**src/hw/rtl/assert_macros.svh**
```systemverilog
// Assertion macros shared by the LCD write sequencer RTL.
// Included by the modules that carry concurrent checks; no other dependencies.
`ifndef ASSERT_MACROS_SVH
`define ASSERT_MACROS_SVH

// Expression must hold on every clock edge outside reset
`define ASSERT_ALWAYS(lbl, clk, rst_n, expr) \
    lbl: assert property (@(posedge clk) disable iff (!(rst_n)) (expr)) \
        else $error("assertion failed");

// Antecedent implies consequent in the same cycle
`define ASSERT_IMPL(lbl, clk, rst_n, ante, cons) \
    lbl: assert property (@(posedge clk) disable iff (!(rst_n)) (ante) |-> (cons)) \
        else $error("assertion failed");

// Antecedent implies consequent in the next cycle
`define ASSERT_NEXT(lbl, clk, rst_n, ante, cons) \
    lbl: assert property (@(posedge clk) disable iff (!(rst_n)) (ante) |=> (cons)) \
        else $error("assertion failed");

`endif

```
**src/hw/rtl/lcds_pkg.sv**
```systemverilog
// Package for the LCD 4-bit write sequencer: word types, opcodes, timing
// constants and the fixed init and glyph tables. No dependencies.
`default_nettype none

package lcds_pkg;

    // Display geometry
    localparam int COLUMNS = 16;

    // Byte queue between front and back
    localparam int QUEUE_DEPTH = 4;
    localparam int QUEUE_AW    = $clog2(QUEUE_DEPTH);

    // Phase hold times in ms
    localparam logic [4:0] HOLD_EN_MS    = 5'd1;
    localparam logic [4:0] HOLD_SETUP_MS = 5'd5;
    localparam logic [4:0] HOLD_TAIL_MS  = 5'd6;

    // Command bytes and address bases
    localparam logic [7:0] ROW1_BASE    = 8'h80;
    localparam logic [7:0] ROW2_BASE    = 8'hC0;
    localparam logic [7:0] ROW3_BASE    = 8'h80 | 8'h14;
    localparam logic [7:0] ROW4_BASE    = 8'h80 | 8'h54;
    localparam logic [7:0] CGRAM_BASE   = 8'h40;
    localparam logic [7:0] ASCII_ZERO   = 8'h30;

    // Request opcodes
    typedef enum logic [2:0] {
        OP_INIT  = 3'd0,
        OP_CMD   = 3'd1,
        OP_DATA  = 3'd2,
        OP_GOTO  = 3'd3,
        OP_NUM   = 3'd4,
        OP_GLYPH = 3'd5
    } t_opcode;

    // Power-up command sequence and extra settle time on its last phase
    localparam int INIT_LEN = 9;
    localparam logic [7:0] INIT_BYTES [0:INIT_LEN-1] = '{
        8'h03, 8'h03, 8'h03, 8'h02, 8'h28, 8'h08, 8'h01, 8'h06, 8'h0C
    };
    localparam logic [4:0] INIT_EXTRA [0:INIT_LEN-1] = '{
        5'd4, 5'd4, 5'd4, 5'd0, 5'd0, 5'd0, 5'd0, 5'd0, 5'd20
    };

    // Fixed custom glyph patterns, eight rows per slot
    localparam logic [7:0] GLYPH_ROWS [0:7][0:7] = '{
        '{8'h00, 8'h0A, 8'h15, 8'h11, 8'h0A, 8'h04, 8'h00, 8'h00},
        '{8'h04, 8'h1F, 8'h11, 8'h11, 8'h1F, 8'h1F, 8'h1F, 8'h1F},
        '{8'h04, 8'h0E, 8'h0E, 8'h0E, 8'h1F, 8'h00, 8'h04, 8'h00},
        '{8'h01, 8'h03, 8'h07, 8'h1F, 8'h1F, 8'h07, 8'h03, 8'h01},
        '{8'h01, 8'h03, 8'h05, 8'h09, 8'h09, 8'h0B, 8'h1B, 8'h18},
        '{8'h0A, 8'h0A, 8'h1F, 8'h11, 8'h11, 8'h0E, 8'h04, 8'h04},
        '{8'h00, 8'h00, 8'h0A, 8'h00, 8'h04, 8'h11, 8'h0E, 8'h00},
        '{8'h00, 8'h0A, 8'h1F, 8'h1F, 8'h0E, 8'h04, 8'h00, 8'h00}
    };

    // Request word
    typedef struct packed {
        logic [2:0]  opcode;
        logic [7:0]  byte_value;
        logic [15:0] number;
        logic [2:0]  row;
        logic [4:0]  column;
        logic [2:0]  glyph_slot;
    } t_req;

    // Pin phase word
    typedef struct packed {
        logic       reg_select;
        logic       enable;
        logic [3:0] nibble;
        logic [4:0] hold_ms;
        logic       last;
    } t_phase;

    // One LCD byte queued between front and back
    typedef struct packed {
        logic       rs;
        logic [7:0] value;
        logic [4:0] extra;
        logic       last;
    } t_byte_word;

    // Queue status toward the producer and consumer
    typedef struct packed {
        logic full;
        logic empty;
    } t_q_status;

endpackage

`default_nettype wire

```
**src/hw/rtl/lcd_4bit_write_sequencer.sv**
```systemverilog
// LCD 4-bit write sequencer: a request front expands each request into bytes,
// a 4-entry byte queue decouples it, and a pin back emits one phase per cycle.
// A request reaches the pins via the front state, the queue and the back phase state.
// Each request expands into 1 to 9 LCD bytes; the back sets the pace.
// The front runs ahead by the queue depth; busy drops while the last byte is queued.
// Synchronous active-low reset clears control state; output strobes are not stallable.
`default_nettype none

module lcd_4bit_write_sequencer
    import lcds_pkg::*;
(
    input  wire logic   i_clk,
    input  wire logic   i_rst_n,
    input  wire logic   start,
    output logic        busy,
    input  t_req        i_req,
    output logic        o_strobe,
    output t_phase      o_res
);

    t_q_status      q_status;
    t_byte_word     push_word;
    t_byte_word     pop_word;
    logic           push;
    logic           pop;

    lcds_front u_front (
        .i_clk      (i_clk),
        .i_rst_n    (i_rst_n),
        .i_start    (start),
        .o_busy     (busy),
        .i_req      (i_req),
        .i_q_status (q_status),
        .o_push     (push),
        .o_word     (push_word)
    );

    lcds_fifo u_fifo (
        .i_clk      (i_clk),
        .i_rst_n    (i_rst_n),
        .i_push     (push),
        .i_word     (push_word),
        .i_pop      (pop),
        .o_word     (pop_word),
        .o_status   (q_status)
    );

    lcds_back u_back (
        .i_clk      (i_clk),
        .i_rst_n    (i_rst_n),
        .i_word     (pop_word),
        .i_q_status (q_status),
        .o_pop      (pop),
        .o_strobe   (o_strobe),
        .o_res      (o_res)
    );

endmodule

`default_nettype wire

```
**src/hw/rtl/lcds_fifo.sv**
```systemverilog
// Small byte queue that decouples the request front from the pin back.
// Depends on lcds_pkg and assert_macros.svh.
`default_nettype none
`include "assert_macros.svh"

module lcds_fifo
    import lcds_pkg::*;
(
    input  wire logic       i_clk,
    input  wire logic       i_rst_n,
    input  wire logic       i_push,
    input  t_byte_word      i_word,
    input  wire logic       i_pop,
    output t_byte_word      o_word,
    output t_q_status       o_status
);

    t_byte_word              r_mem [QUEUE_DEPTH];
    logic [QUEUE_AW-1:0]     r_wr;
    logic [QUEUE_AW-1:0]     r_rd;
    logic [QUEUE_AW:0]       r_cnt;
    logic [QUEUE_AW:0]       n_cnt;

    // Storage write
    always_ff @(posedge i_clk) begin
        if (i_push) begin
            r_mem[r_wr] <= i_word;
        end
    end

    // Occupancy
    always_comb begin
        n_cnt = r_cnt;
        if (i_push && !i_pop) begin
            n_cnt = r_cnt + 1'b1;
        end else if (!i_push && i_pop) begin
            n_cnt = r_cnt - 1'b1;
        end
    end

    // Pointers
    always_ff @(posedge i_clk) begin
        if (!i_rst_n) begin
            r_wr  <= '0;
            r_rd  <= '0;
            r_cnt <= '0;
        end else begin
            if (i_push) begin
                r_wr <= r_wr + 1'b1;
            end
            if (i_pop) begin
                r_rd <= r_rd + 1'b1;
            end
            r_cnt <= n_cnt;
        end
    end

    assign o_word          = r_mem[r_rd];
    assign o_status.full   = (r_cnt == (QUEUE_AW+1)'(QUEUE_DEPTH));
    assign o_status.empty  = (r_cnt == '0);

    `ASSERT_IMPL(a_no_overflow, i_clk, i_rst_n, i_push, !o_status.full)
    `ASSERT_IMPL(a_no_underflow, i_clk, i_rst_n, i_pop, !o_status.empty)

endmodule

`default_nettype wire

```
**src/hw/rtl/lcds_front.sv**
```systemverilog
// Request front: accepts requests, classifies them and expands each into LCD
// bytes pushed one per cycle into the queue while it is not full. Depends on lcds_pkg, assert_macros.svh.
`default_nettype none
`include "assert_macros.svh"

module lcds_front
    import lcds_pkg::*;
(
    input  wire logic       i_clk,
    input  wire logic       i_rst_n,
    input  wire logic       i_start,
    output logic            o_busy,
    input  t_req            i_req,
    input  t_q_status       i_q_status,
    output logic            o_push,
    output t_byte_word      o_word
);

    typedef enum logic [1:0] {
        FS_IDLE = 2'b01,
        FS_RUN  = 2'b10
    } t_front_state;

    t_front_state   r_state;
    t_front_state   n_state;
    t_opcode        r_op;
    logic [3:0]     r_idx;
    logic [3:0]     r_end;
    logic [7:0]     r_bval;
    logic [7:0]     r_addr;
    logic [13:0]    r_num;
    logic [2:0]     r_slot;

    logic           acc;
    logic           req_valid;
    logic [3:0]     req_first;
    logic [3:0]     req_end;
    logic [7:0]     goto_base;
    logic [3:0]     dig;
    logic [13:0]    num_rem;
    t_byte_word     word;

    // Low four decimal digits of a 16-bit value
    function automatic logic [13:0] mod_10k(input logic [15:0] n);
        logic [15:0] r;
        r = n;
        for (int k = 1; k <= 6; k++) begin
            if (n >= 16'(k * 10000)) begin
                r = n - 16'(k * 10000);
            end
        end
        return r[13:0];
    endfunction

    // Leading digit of v for a given decimal place
    function automatic logic [3:0] dec_digit(input logic [13:0] v, input logic [13:0] place);
        logic [3:0] d;
        d = '0;
        for (int k = 1; k <= 9; k++) begin
            if (v >= 14'(k) * place) begin
                d = 4'(k);
            end
        end
        return d;
    endfunction

    // Classify the incoming request
    always_comb begin
        req_valid = 1'b0;
        req_first = '0;
        req_end   = '0;
        goto_base = ROW1_BASE;
        case (i_req.row)
            3'd1: goto_base = ROW1_BASE;
            3'd2: goto_base = ROW2_BASE;
            3'd3: goto_base = ROW3_BASE;
            3'd4: goto_base = ROW4_BASE;
            default: goto_base = ROW1_BASE;
        endcase
        case (t_opcode'(i_req.opcode))
            OP_INIT: begin
                req_valid = 1'b1;
                req_end   = 4'(INIT_LEN - 1);
            end
            OP_CMD, OP_DATA: begin
                req_valid = 1'b1;
            end
            OP_GOTO: begin
                req_valid = (i_req.column < 5'(COLUMNS)) &&
                            (i_req.row >= 3'd1) && (i_req.row <= 3'd4);
            end
            OP_NUM: begin
                req_valid = 1'b1;
                req_end   = 4'd3;
                if (i_req.number >= 16'd1000) begin
                    req_first = 4'd0;
                end else if (i_req.number >= 16'd100) begin
                    req_first = 4'd1;
                end else if (i_req.number >= 16'd10) begin
                    req_first = 4'd2;
                end else begin
                    req_first = 4'd3;
                end
            end
            OP_GLYPH: begin
                req_valid = 1'b1;
                req_end   = 4'd8;
            end
            default: begin
                req_valid = 1'b0;
            end
        endcase
    end

    // Current decimal digit and the remainder left for the next place
    always_comb begin
        case (r_idx[1:0])
            2'd0: begin
                dig     = dec_digit(r_num, 14'd1000);
                num_rem = r_num - 14'(dig) * 14'd1000;
            end
            2'd1: begin
                dig     = dec_digit(r_num, 14'd100);
                num_rem = r_num - 14'(dig) * 14'd100;
            end
            2'd2: begin
                dig     = dec_digit(r_num, 14'd10);
                num_rem = r_num - 14'(dig) * 14'd10;
            end
            default: begin
                dig     = r_num[3:0];
                num_rem = '0;
            end
        endcase
    end

    // Byte for the current step
    always_comb begin
        word       = '0;
        word.last  = (r_idx == r_end);
        case (r_op)
            OP_INIT: begin
                word.value = INIT_BYTES[r_idx];
                word.extra = INIT_EXTRA[r_idx];
            end
            OP_CMD: begin
                word.value = r_bval;
            end
            OP_DATA: begin
                word.rs    = 1'b1;
                word.value = r_bval;
            end
            OP_GOTO: begin
                word.value = r_addr;
            end
            OP_NUM: begin
                word.rs    = 1'b1;
                word.value = ASCII_ZERO + {4'b0, dig};
            end
            OP_GLYPH: begin
                if (r_idx == '0) begin
                    word.value = CGRAM_BASE + {2'b0, r_slot, 3'b0};
                end else begin
                    word.rs    = 1'b1;
                    word.value = GLYPH_ROWS[r_slot][3'(r_idx - 4'd1)];
                end
            end
            default: begin
                word.value = '0;
            end
        endcase
    end

    // Handshake
    assign o_push = (r_state == FS_RUN) && !i_q_status.full;
    assign o_busy = (r_state == FS_RUN) && !(o_push && word.last);
    assign o_word = word;
    assign acc    = i_start && !o_busy;

    // Sequencer state
    always_comb begin
        n_state = r_state;
        if (acc) begin
            n_state = req_valid ? FS_RUN : FS_IDLE;
        end else if (o_push && word.last) begin
            n_state = FS_IDLE;
        end
    end

    always_ff @(posedge i_clk) begin
        if (!i_rst_n) begin
            r_state <= FS_IDLE;
        end else begin
            r_state <= n_state;
        end
    end

    // Request payload and step index
    always_ff @(posedge i_clk) begin
        if (acc) begin
            r_op   <= t_opcode'(i_req.opcode);
            r_idx  <= req_first;
            r_end  <= req_end;
            r_bval <= i_req.byte_value;
            r_addr <= goto_base + {3'b0, i_req.column};
            r_num  <= mod_10k(i_req.number);
            r_slot <= i_req.glyph_slot;
        end else if (o_push) begin
            r_idx  <= r_idx + 1'b1;
            r_num  <= num_rem;
        end
    end

    `ASSERT_NEXT(a_accept_runs, i_clk, i_rst_n, acc && req_valid, r_state == FS_RUN)

endmodule

`default_nettype wire

```
**src/hw/rtl/lcds_back.sv**
```systemverilog
// Pin back: takes queued LCD bytes and drives four pin phases per byte,
// one phase per cycle. Depends on lcds_pkg and assert_macros.svh.
`default_nettype none
`include "assert_macros.svh"

module lcds_back
    import lcds_pkg::*;
(
    input  wire logic       i_clk,
    input  wire logic       i_rst_n,
    input  t_byte_word      i_word,
    input  t_q_status       i_q_status,
    output logic            o_pop,
    output logic            o_strobe,
    output t_phase          o_res
);

    typedef enum logic [3:0] {
        PH_HI_EN = 4'b0001,
        PH_HI    = 4'b0010,
        PH_LO_EN = 4'b0100,
        PH_LO    = 4'b1000
    } t_phase_state;

    t_phase_state   r_state;
    t_phase_state   n_state;
    logic           r_has;
    logic           n_has;
    t_byte_word     r_cur;

    // Take the next byte when idle or on the final phase of the current one
    assign o_pop = !i_q_status.empty && (!r_has || (r_state == PH_LO));

    always_comb begin
        n_state = r_state;
        n_has   = r_has;
        if (o_pop) begin
            n_state = PH_HI_EN;
            n_has   = 1'b1;
        end else if (r_has) begin
            case (r_state)
                PH_HI_EN: n_state = PH_HI;
                PH_HI:    n_state = PH_LO_EN;
                PH_LO_EN: n_state = PH_LO;
                PH_LO: begin
                    n_state = PH_HI_EN;
                    n_has   = 1'b0;
                end
                default:  n_state = PH_HI_EN;
            endcase
        end
    end

    always_ff @(posedge i_clk) begin
        if (!i_rst_n) begin
            r_state <= PH_HI_EN;
            r_has   <= 1'b0;
        end else begin
            r_state <= n_state;
            r_has   <= n_has;
        end
    end

    always_ff @(posedge i_clk) begin
        if (o_pop) begin
            r_cur <= i_word;
        end
    end

    // Pin levels for the current phase
    always_comb begin
        o_res            = '0;
        o_res.reg_select = r_cur.rs;
        case (r_state)
            PH_HI_EN: begin
                o_res.enable  = 1'b1;
                o_res.nibble  = r_cur.value[7:4];
                o_res.hold_ms = HOLD_EN_MS;
            end
            PH_HI: begin
                o_res.nibble  = r_cur.value[7:4];
                o_res.hold_ms = HOLD_SETUP_MS;
            end
            PH_LO_EN: begin
                o_res.enable  = 1'b1;
                o_res.nibble  = r_cur.value[3:0];
                o_res.hold_ms = HOLD_EN_MS;
            end
            PH_LO: begin
                o_res.nibble  = r_cur.value[3:0];
                o_res.hold_ms = HOLD_TAIL_MS + r_cur.extra;
                o_res.last    = r_cur.last;
            end
            default: begin
                o_res.hold_ms = HOLD_EN_MS;
            end
        endcase
    end

    assign o_strobe = r_has;

    `ASSERT_IMPL(a_last_on_low, i_clk, i_rst_n, o_strobe && o_res.last, !o_res.enable)
    `ASSERT_NEXT(a_en_pulse, i_clk, i_rst_n, o_strobe && o_res.enable,
        o_strobe && !o_res.enable && $stable(o_res.nibble))

endmodule

`default_nettype wire
```
**config.mk**
```make
export PLATFORM = sky130hd
export DESIGN_NAME = lcd_4bit_write_sequencer
export DESIGN_NICKNAME = d
export VERILOG_FILES = /design/src/hw/rtl/lcds_pkg.sv /design/src/hw/rtl/lcd_4bit_write_sequencer.sv /design/src/hw/rtl/lcds_fifo.sv /design/src/hw/rtl/lcds_front.sv /design/src/hw/rtl/lcds_back.sv
export VERILOG_INCLUDE_DIRS = /design/src /design/src/hw/rtl
export SDC_FILE = /design/constraint.sdc
export NUM_CORES = 1
export LEC_CHECK = 0
export BUFFER_PORTS_ARGS = -buffer_cell sky130_fd_sc_hd__buf_2
export CAP_MARGIN = 10
export CORE_MARGIN = 5
export CORE_UTILIZATION = 60
export DETAILED_ROUTE_END_ITERATION = 6
export PLACE_DENSITY = 0.88
export SYNTH_ARGS = -nofsm -noshare
export SYNTH_HDL_FRONTEND = slang
export SYNTH_SLANG_ARGS = --single-unit
```
**constraint.sdc**
```tcl
create_clock -name i_clk -period 9.9 [get_ports i_clk]
set_input_delay 1.98 -clock i_clk [delete_from_list [all_inputs] [get_ports i_clk]]
set_output_delay 1.98 -clock i_clk [all_outputs]
set_load 0.05 [all_outputs]
```
Word level (Yosys, flattened, before mapping)

Memory sizes are Yosys's and may differ from the RTL's. A register that Yosys moved wholly into a read port is not among the register bits.
Index checks and enable logic that the tools add are counted.

Flip-flop bits (word level): 58
Memory bits (writable): 60
ROM bits: 720
Input bits: 41
Output and inout bits: 14
Memories kept: 4

Memories:

| name             | depth | width | read ports | clocked after Yosys merged registers in | wr ports | RTL line          | text |
|---|---|---|---|---|---|---|---|
| (name not given) | 8     | 64    | 1          | 0                                       | 0        | lcds_front.sv:165 | `word.value = GLYPH_ROWS[r_slot][3'(r_idx - 4'd1)];` |
| (name not given) | 16    | 8     | 1          | 0                                       | 0        | lcds_front.sv:143 | `word.value = INIT_BYTES[r_idx];` |
| (name not given) | 16    | 5     | 1          | 0                                       | 0        | lcds_front.sv:144 | `word.extra = INIT_EXTRA[r_idx];` |
| u_fifo.r_mem     | 4     | 15    | 1          | 1                                       | 1        | lcds_fifo.sv:18   | `t_byte_word r_mem [QUEUE_DEPTH];` |

$add $sub $neg: 19
$mul: 3
Order comparisons: 42
Equal/unequal tests: 22
Muxes and demuxes: 78
Bitwise logic cells: 4
Reductions and logical operators: 33

Operators with widths:

| kind                   | count |
|---|---|
| $mux 64                | 2 |
| $mux 14                | 8 |
| $ge 14x10->1 const B   | 5 |
| $ge 14x13->1 const B   | 4 |
| $ge 14x7->1 const B    | 4 |
| $mux 4                 | 14 |
| $ge 16x16->1 const B   | 3 |
| $ge 14x6->1 const B    | 3 |
| $ge 14x9->1 const B    | 3 |
| $mux 3                 | 14 |
| $pmux 14 s3            | 1 |
| $sub 14x14->14 const B | 3 |
| $mux 8                 | 5 |
| $pmux 8 s5             | 1 |
| $ge 16x15->1 const B   | 2 |
| $ge 14x12->1 const B   | 2 |
| $ge 14x5->1 const B    | 2 |
| $bmux 8 s3             | 1 |
| $pmux 4 s3             | 2 |
| $pmux 7 s3             | 1 |
| $eq 3x2->1 const B     | 6 |
| $eq 3x3->1 const B     | 6 |
| $mux 2                 | 9 |
| $ge 16x10->1 const B   | 1 |
| 54 further kinds       | 99 |

Longest topological paths before layout

Depth in word-level cells: 16
Gate-level depth with buffers: 24
Gate-level depth less buffers: 22

Modules after synthesis

Synthesis repeated with hierarchy kept, for this count alone.

Cell total of the unflattened synthesis: 1125
Area, all modules: 10822.9 µm²

By module, submodules not included:

| module     | times used | cells each | area each (µm²) | seq. area each (µm²) |
|---|---|---|---|---|
| lcds_front | 1          | 917        | 7185.6          | 1271.2 |
| lcds_fifo  | 1          | 121        | 2640.0          | 1981.9 |
| lcds_back  | 1          | 87         | 997.2           | 550.5 |

Least setup slack after synthesis

Ideal clock, no wire load.

Path type: reg2reg
From: register u_front.r_num[6]
To: register u_front.r_num[12], data pin
Library setup time: 269 ps
Arrival time: 5147 ps
Required time: 9631 ps
Path slack: 4484 ps
Stages on the path, launching flop included: 21
Period minus slack after synthesis: 5416 ps
Cell sequence: edfxtp_1 > buf_2 > or2_2 > a41o_1 > a21oi_1 > inv_1 > fa_1 > inv_1 > fa_1 > inv_1 > ha_1 > xor2_1 > ha_1 > or2_2 > a21oi_1 > a31oi_1 > a21o_1 > a21oi_1 > xnor2_1 > a221oi_1 > o22ai_1

Word-level cells in the longest chain between the ends: 16
Elaborated cells on any way between the ends: 66
Classes of those cells: 3 x add/sub; 3 x mul; 27 x order compare; 33 x mux

RTL lines:

| item                                   | RTL line          | text |
|---|---|---|
| from (decl)                            | lcds_front.sv:31  | `logic [13:0] r_num;` |
| from (signal assigned)                 | lcds_front.sv:206 | `r_num <= mod_10k(i_req.number);` |
| from (signal assigned)                 | lcds_front.sv:210 | `r_num <= num_rem;` |
| $ge 14x10->1 (tied with other cells)   | lcds_front.sv:60  | `if (v >= 14'(k) * place) begin` |
| $mux 1                                 | lcds_front.sv:60  |  |
| $mux 2 (2 in series)                   | lcds_front.sv:60  |  |
| $mux 3 (4 in series)                   | lcds_front.sv:60  |  |
| $mux 4 (2 in series)                   | lcds_front.sv:60  |  |
| $mux 4                                 | lcds_front.sv:117 | `case (r_idx[1:0])` |
| $mul 4x7->11 (tied with other cells)   | lcds_front.sv:120 | `num_rem = r_num - 14'(dig) * 14'd1000;` |
| $sub 14x14->14 (tied with other cells) | lcds_front.sv:120 |  |
| $pmux 14 s3 (*)                        | lcds_front.sv:117 |  |
| $mux 14 (*)                            | lcds_front.sv:208 | `end else if (o_push) begin` |
| $mux 14 (*)                            | lcds_front.sv:200 | `if (acc) begin` |

Every way passes the cells marked *; elsewhere a longest branch is shown, timed or not. The select of a mux whose other input is x is not followed.
A chain may end at the register's enable or synchronous reset.

Final worst setup path

From: register u_front.r_num[7]
To: register u_front.r_num[12], data pin

The elaborated chain is that of the path after synthesis.

==> impl_metrics.yaml <==
finish:
  fillers: 1232
  fin_nets: 1250
  drive_above_1_share: 0.125
  area_delta_synth_final_pct: 8.80
  diodes: 0
yosys:
  synth_top_area_cell: "edfxtp_1"
  yosys.cell_types.count: 88
  ys_top_cells_by_count: "edfxtp_1, ha_1, a21oi_1"
  synth.most_common_cell: "edfxtp_1"
  syn_nets: 1236
  ys_seq_area_frac: 0.327
  synth_area_um2: 10100
  syn_area_per_cell_um2: 9.31
  yosys_warnings: 0
  synth_edf_count: 101
  syn_inst: 1089
  synthTopCellsByArea: "edfxtp_1, ha_1, a21oi_1, mux4_2, o21ai_0"
  ys_ff_latch: 115
  netlist.area_leader.share: 0.299
  ys.flop_type: "edfxtp_1"
  async_flop_share: 0
grt:
  grt_pass1_vias: 8486
  grt_use_total: 0.269
  grt_max_degree: 36
  antenna_found_initial: 0
  grt_pass1_wl_um: 43400
  grt_overflow_total: 0
min_path:
  hp-class: "register to register"
  min_path_cells: 2
sta:
  rsz0062_at_grt: "false"
  maxSlewHeadroom: 0.304
  finalHoldViolations: 0
  fin_crit_ns: 5.95
  fin_tns_setup_ns: 0
  skew_ns: 0.0109
  fmax_mhz: 168
  fin_crit_sh: 0.601
  worst_pin_slew_ns: 1.04
  maxSlewViolCount: 0
  report.final.setup_viol: 0
drt:
  drc_errors: 0
  vias_per_cell: 6.67
  routed_wl_um: 26500
  ant_nets: 0
  first_pass_iters: 6
  drt-initial-drc-count: 882
  wl_per_cell_um: 19.8
  vias: 8915
die:
  initial_utilization: 0.611
  die-width_um: 140
  die_y_um: 140
  dieArea_um2: 19600
  core_um2: 16600
  rows: 47
  io_pins: 55
worst_setup_path:
  cp_max_fo: 17
  crit_path_start_kind: "register"
  criticalPathCategory: "register to register"
  cp.required_ns: 10.04
  r2r_cells: 19
  setup.worst_path.end_class: "register"
  cp.arrival_ns: 6.09
place:
  io_buffers: 54
  gp_congestion: 1.01
  hpwl_um: 18500
clock_tree:
  clockRootBuffer: "clkbuf_16"
  cts_tree: "built"
  cts_hold_buffers: 0
  htreeDepth: 4
  post_cts_buffers: 0
  cts_max_path_buffers: 2
  cts_sinks: 115
  insertion_delay_ns: 0.42
  cts_resized: 0
  path_clk_slew_ns: 0.06
  cts_made_buffers: 17
run:
  maxCapViolations: 0
status:
  status: "complete, no violations"
final timing paths:
kind | startpoint | slack [ns] | to
min | u_front.r_state[0] | 0.52 | u_front.r_state[0]
min reg2reg | u_front.r_state[0] | 0.52 | u_front.r_state[0]
max reg2reg | u_front.r_num[7] | 3.95 | u_front.r_num[12]
max | u_front.r_num[7] | 3.95 | u_front.r_num[12]
stage by stage:
step	setup WS (ns)	utilization	std cells	hold WS (ns)	area, um^2
after floorplan	4.48	-	1089	0.465	10100
after global placement	4.12	0.629	1304	0.486	10400
after detailed placement	3.96	0.629	1304	0.494	10400
after CTS	3.95	0.665	1336	0.510	11000
after global routing	3.54	0.665	1336	0.556	11000
final	3.95	0.665	1336	0.518	11000
flip-flops by register name (all words and copies together), names as in the netlist:
signal / count
u_fifo.r_wr: 2
u_back.o_strobe: 1
u_front.r_state: 2
u_front.r_idx: 4
u_fifo.r_rd: 2
u_front.r_bval: 8
u_back.r_cur: 11
u_back.r_state: 4
u_fifo.r_mem: 48
u_front.r_op: 3
u_fifo.r_cnt: 3
u_front.r_addr: 7
u_front.r_num: 14
u_back.o_res: 1
u_front.r_end: 2
u_front.r_slot: 3
final cells by class:
| cell class | count | area (um^2) | share of cell area |
|---|---|---|---|
| tap | 220 | 275 | 0.0250 |
| clock inverter | 15 | 170 | 0.0154 |
| timing repair buffer | 56 | 285 | 0.0259 |
| inverter | 72 | 270 | 0.0245 |
| clock buffer | 17 | 425 | 0.0386 |
| sequential | 115 | 3310 | 0.300 |
| multi-input combinational | 841 | 6290 | 0.570 |
per-layer routing:
layer  track usage  wire length, um  share of wire
met1         0.364            10800           0.41
met2         0.444            12800           0.48
met3        0.0423             2320          0.088
met4        0.0898              604          0.023
met5             0                0              0
placed cells by master (no fill, tap or decap), drive strengths merged, types with 24 or more instances in the layout:
cell type and instances:
edfxtp 101, ha 93, a21oi 80, inv 76
nor2 75, nand2 73, o21ai 69, buf 56
xnor2 33, nand3 29, nor3 26, xor2 24
logic make-up after synthesis:
family,count (synthesis),synth area share
simple gates,308,0.152
compound gates,339,0.228
mux,30,0.0490
fa+ha+maj,107,0.141
flops,115,0.327
xor+xnor,57,0.0492
buf+inv,133,0.0527
worst max-delay path: stages, from the launching register on:
cell and delay [ns]:
edfxtp_1 0.62, or2_2 0.38, a41o_1 0.35, a21oi_1 0.55, inv_1 0.19, fa_1 0.65
inv_1 0.12, fa_1 0.56, inv_1 0.05, ha_1 0.32, xor2_1 0.17, ha_1 0.35
or2_2 0.29, a21oi_1 0.14, a31oi_1 0.08, a21o_1 0.20, a21oi_1 0.17, xnor2_1 0.08
a221oi_1 0.28, o22ai_1 0.12
Power is not shown: default switching activity piles up to over one toggle a cycle in this logic, so the estimate is an artifact.
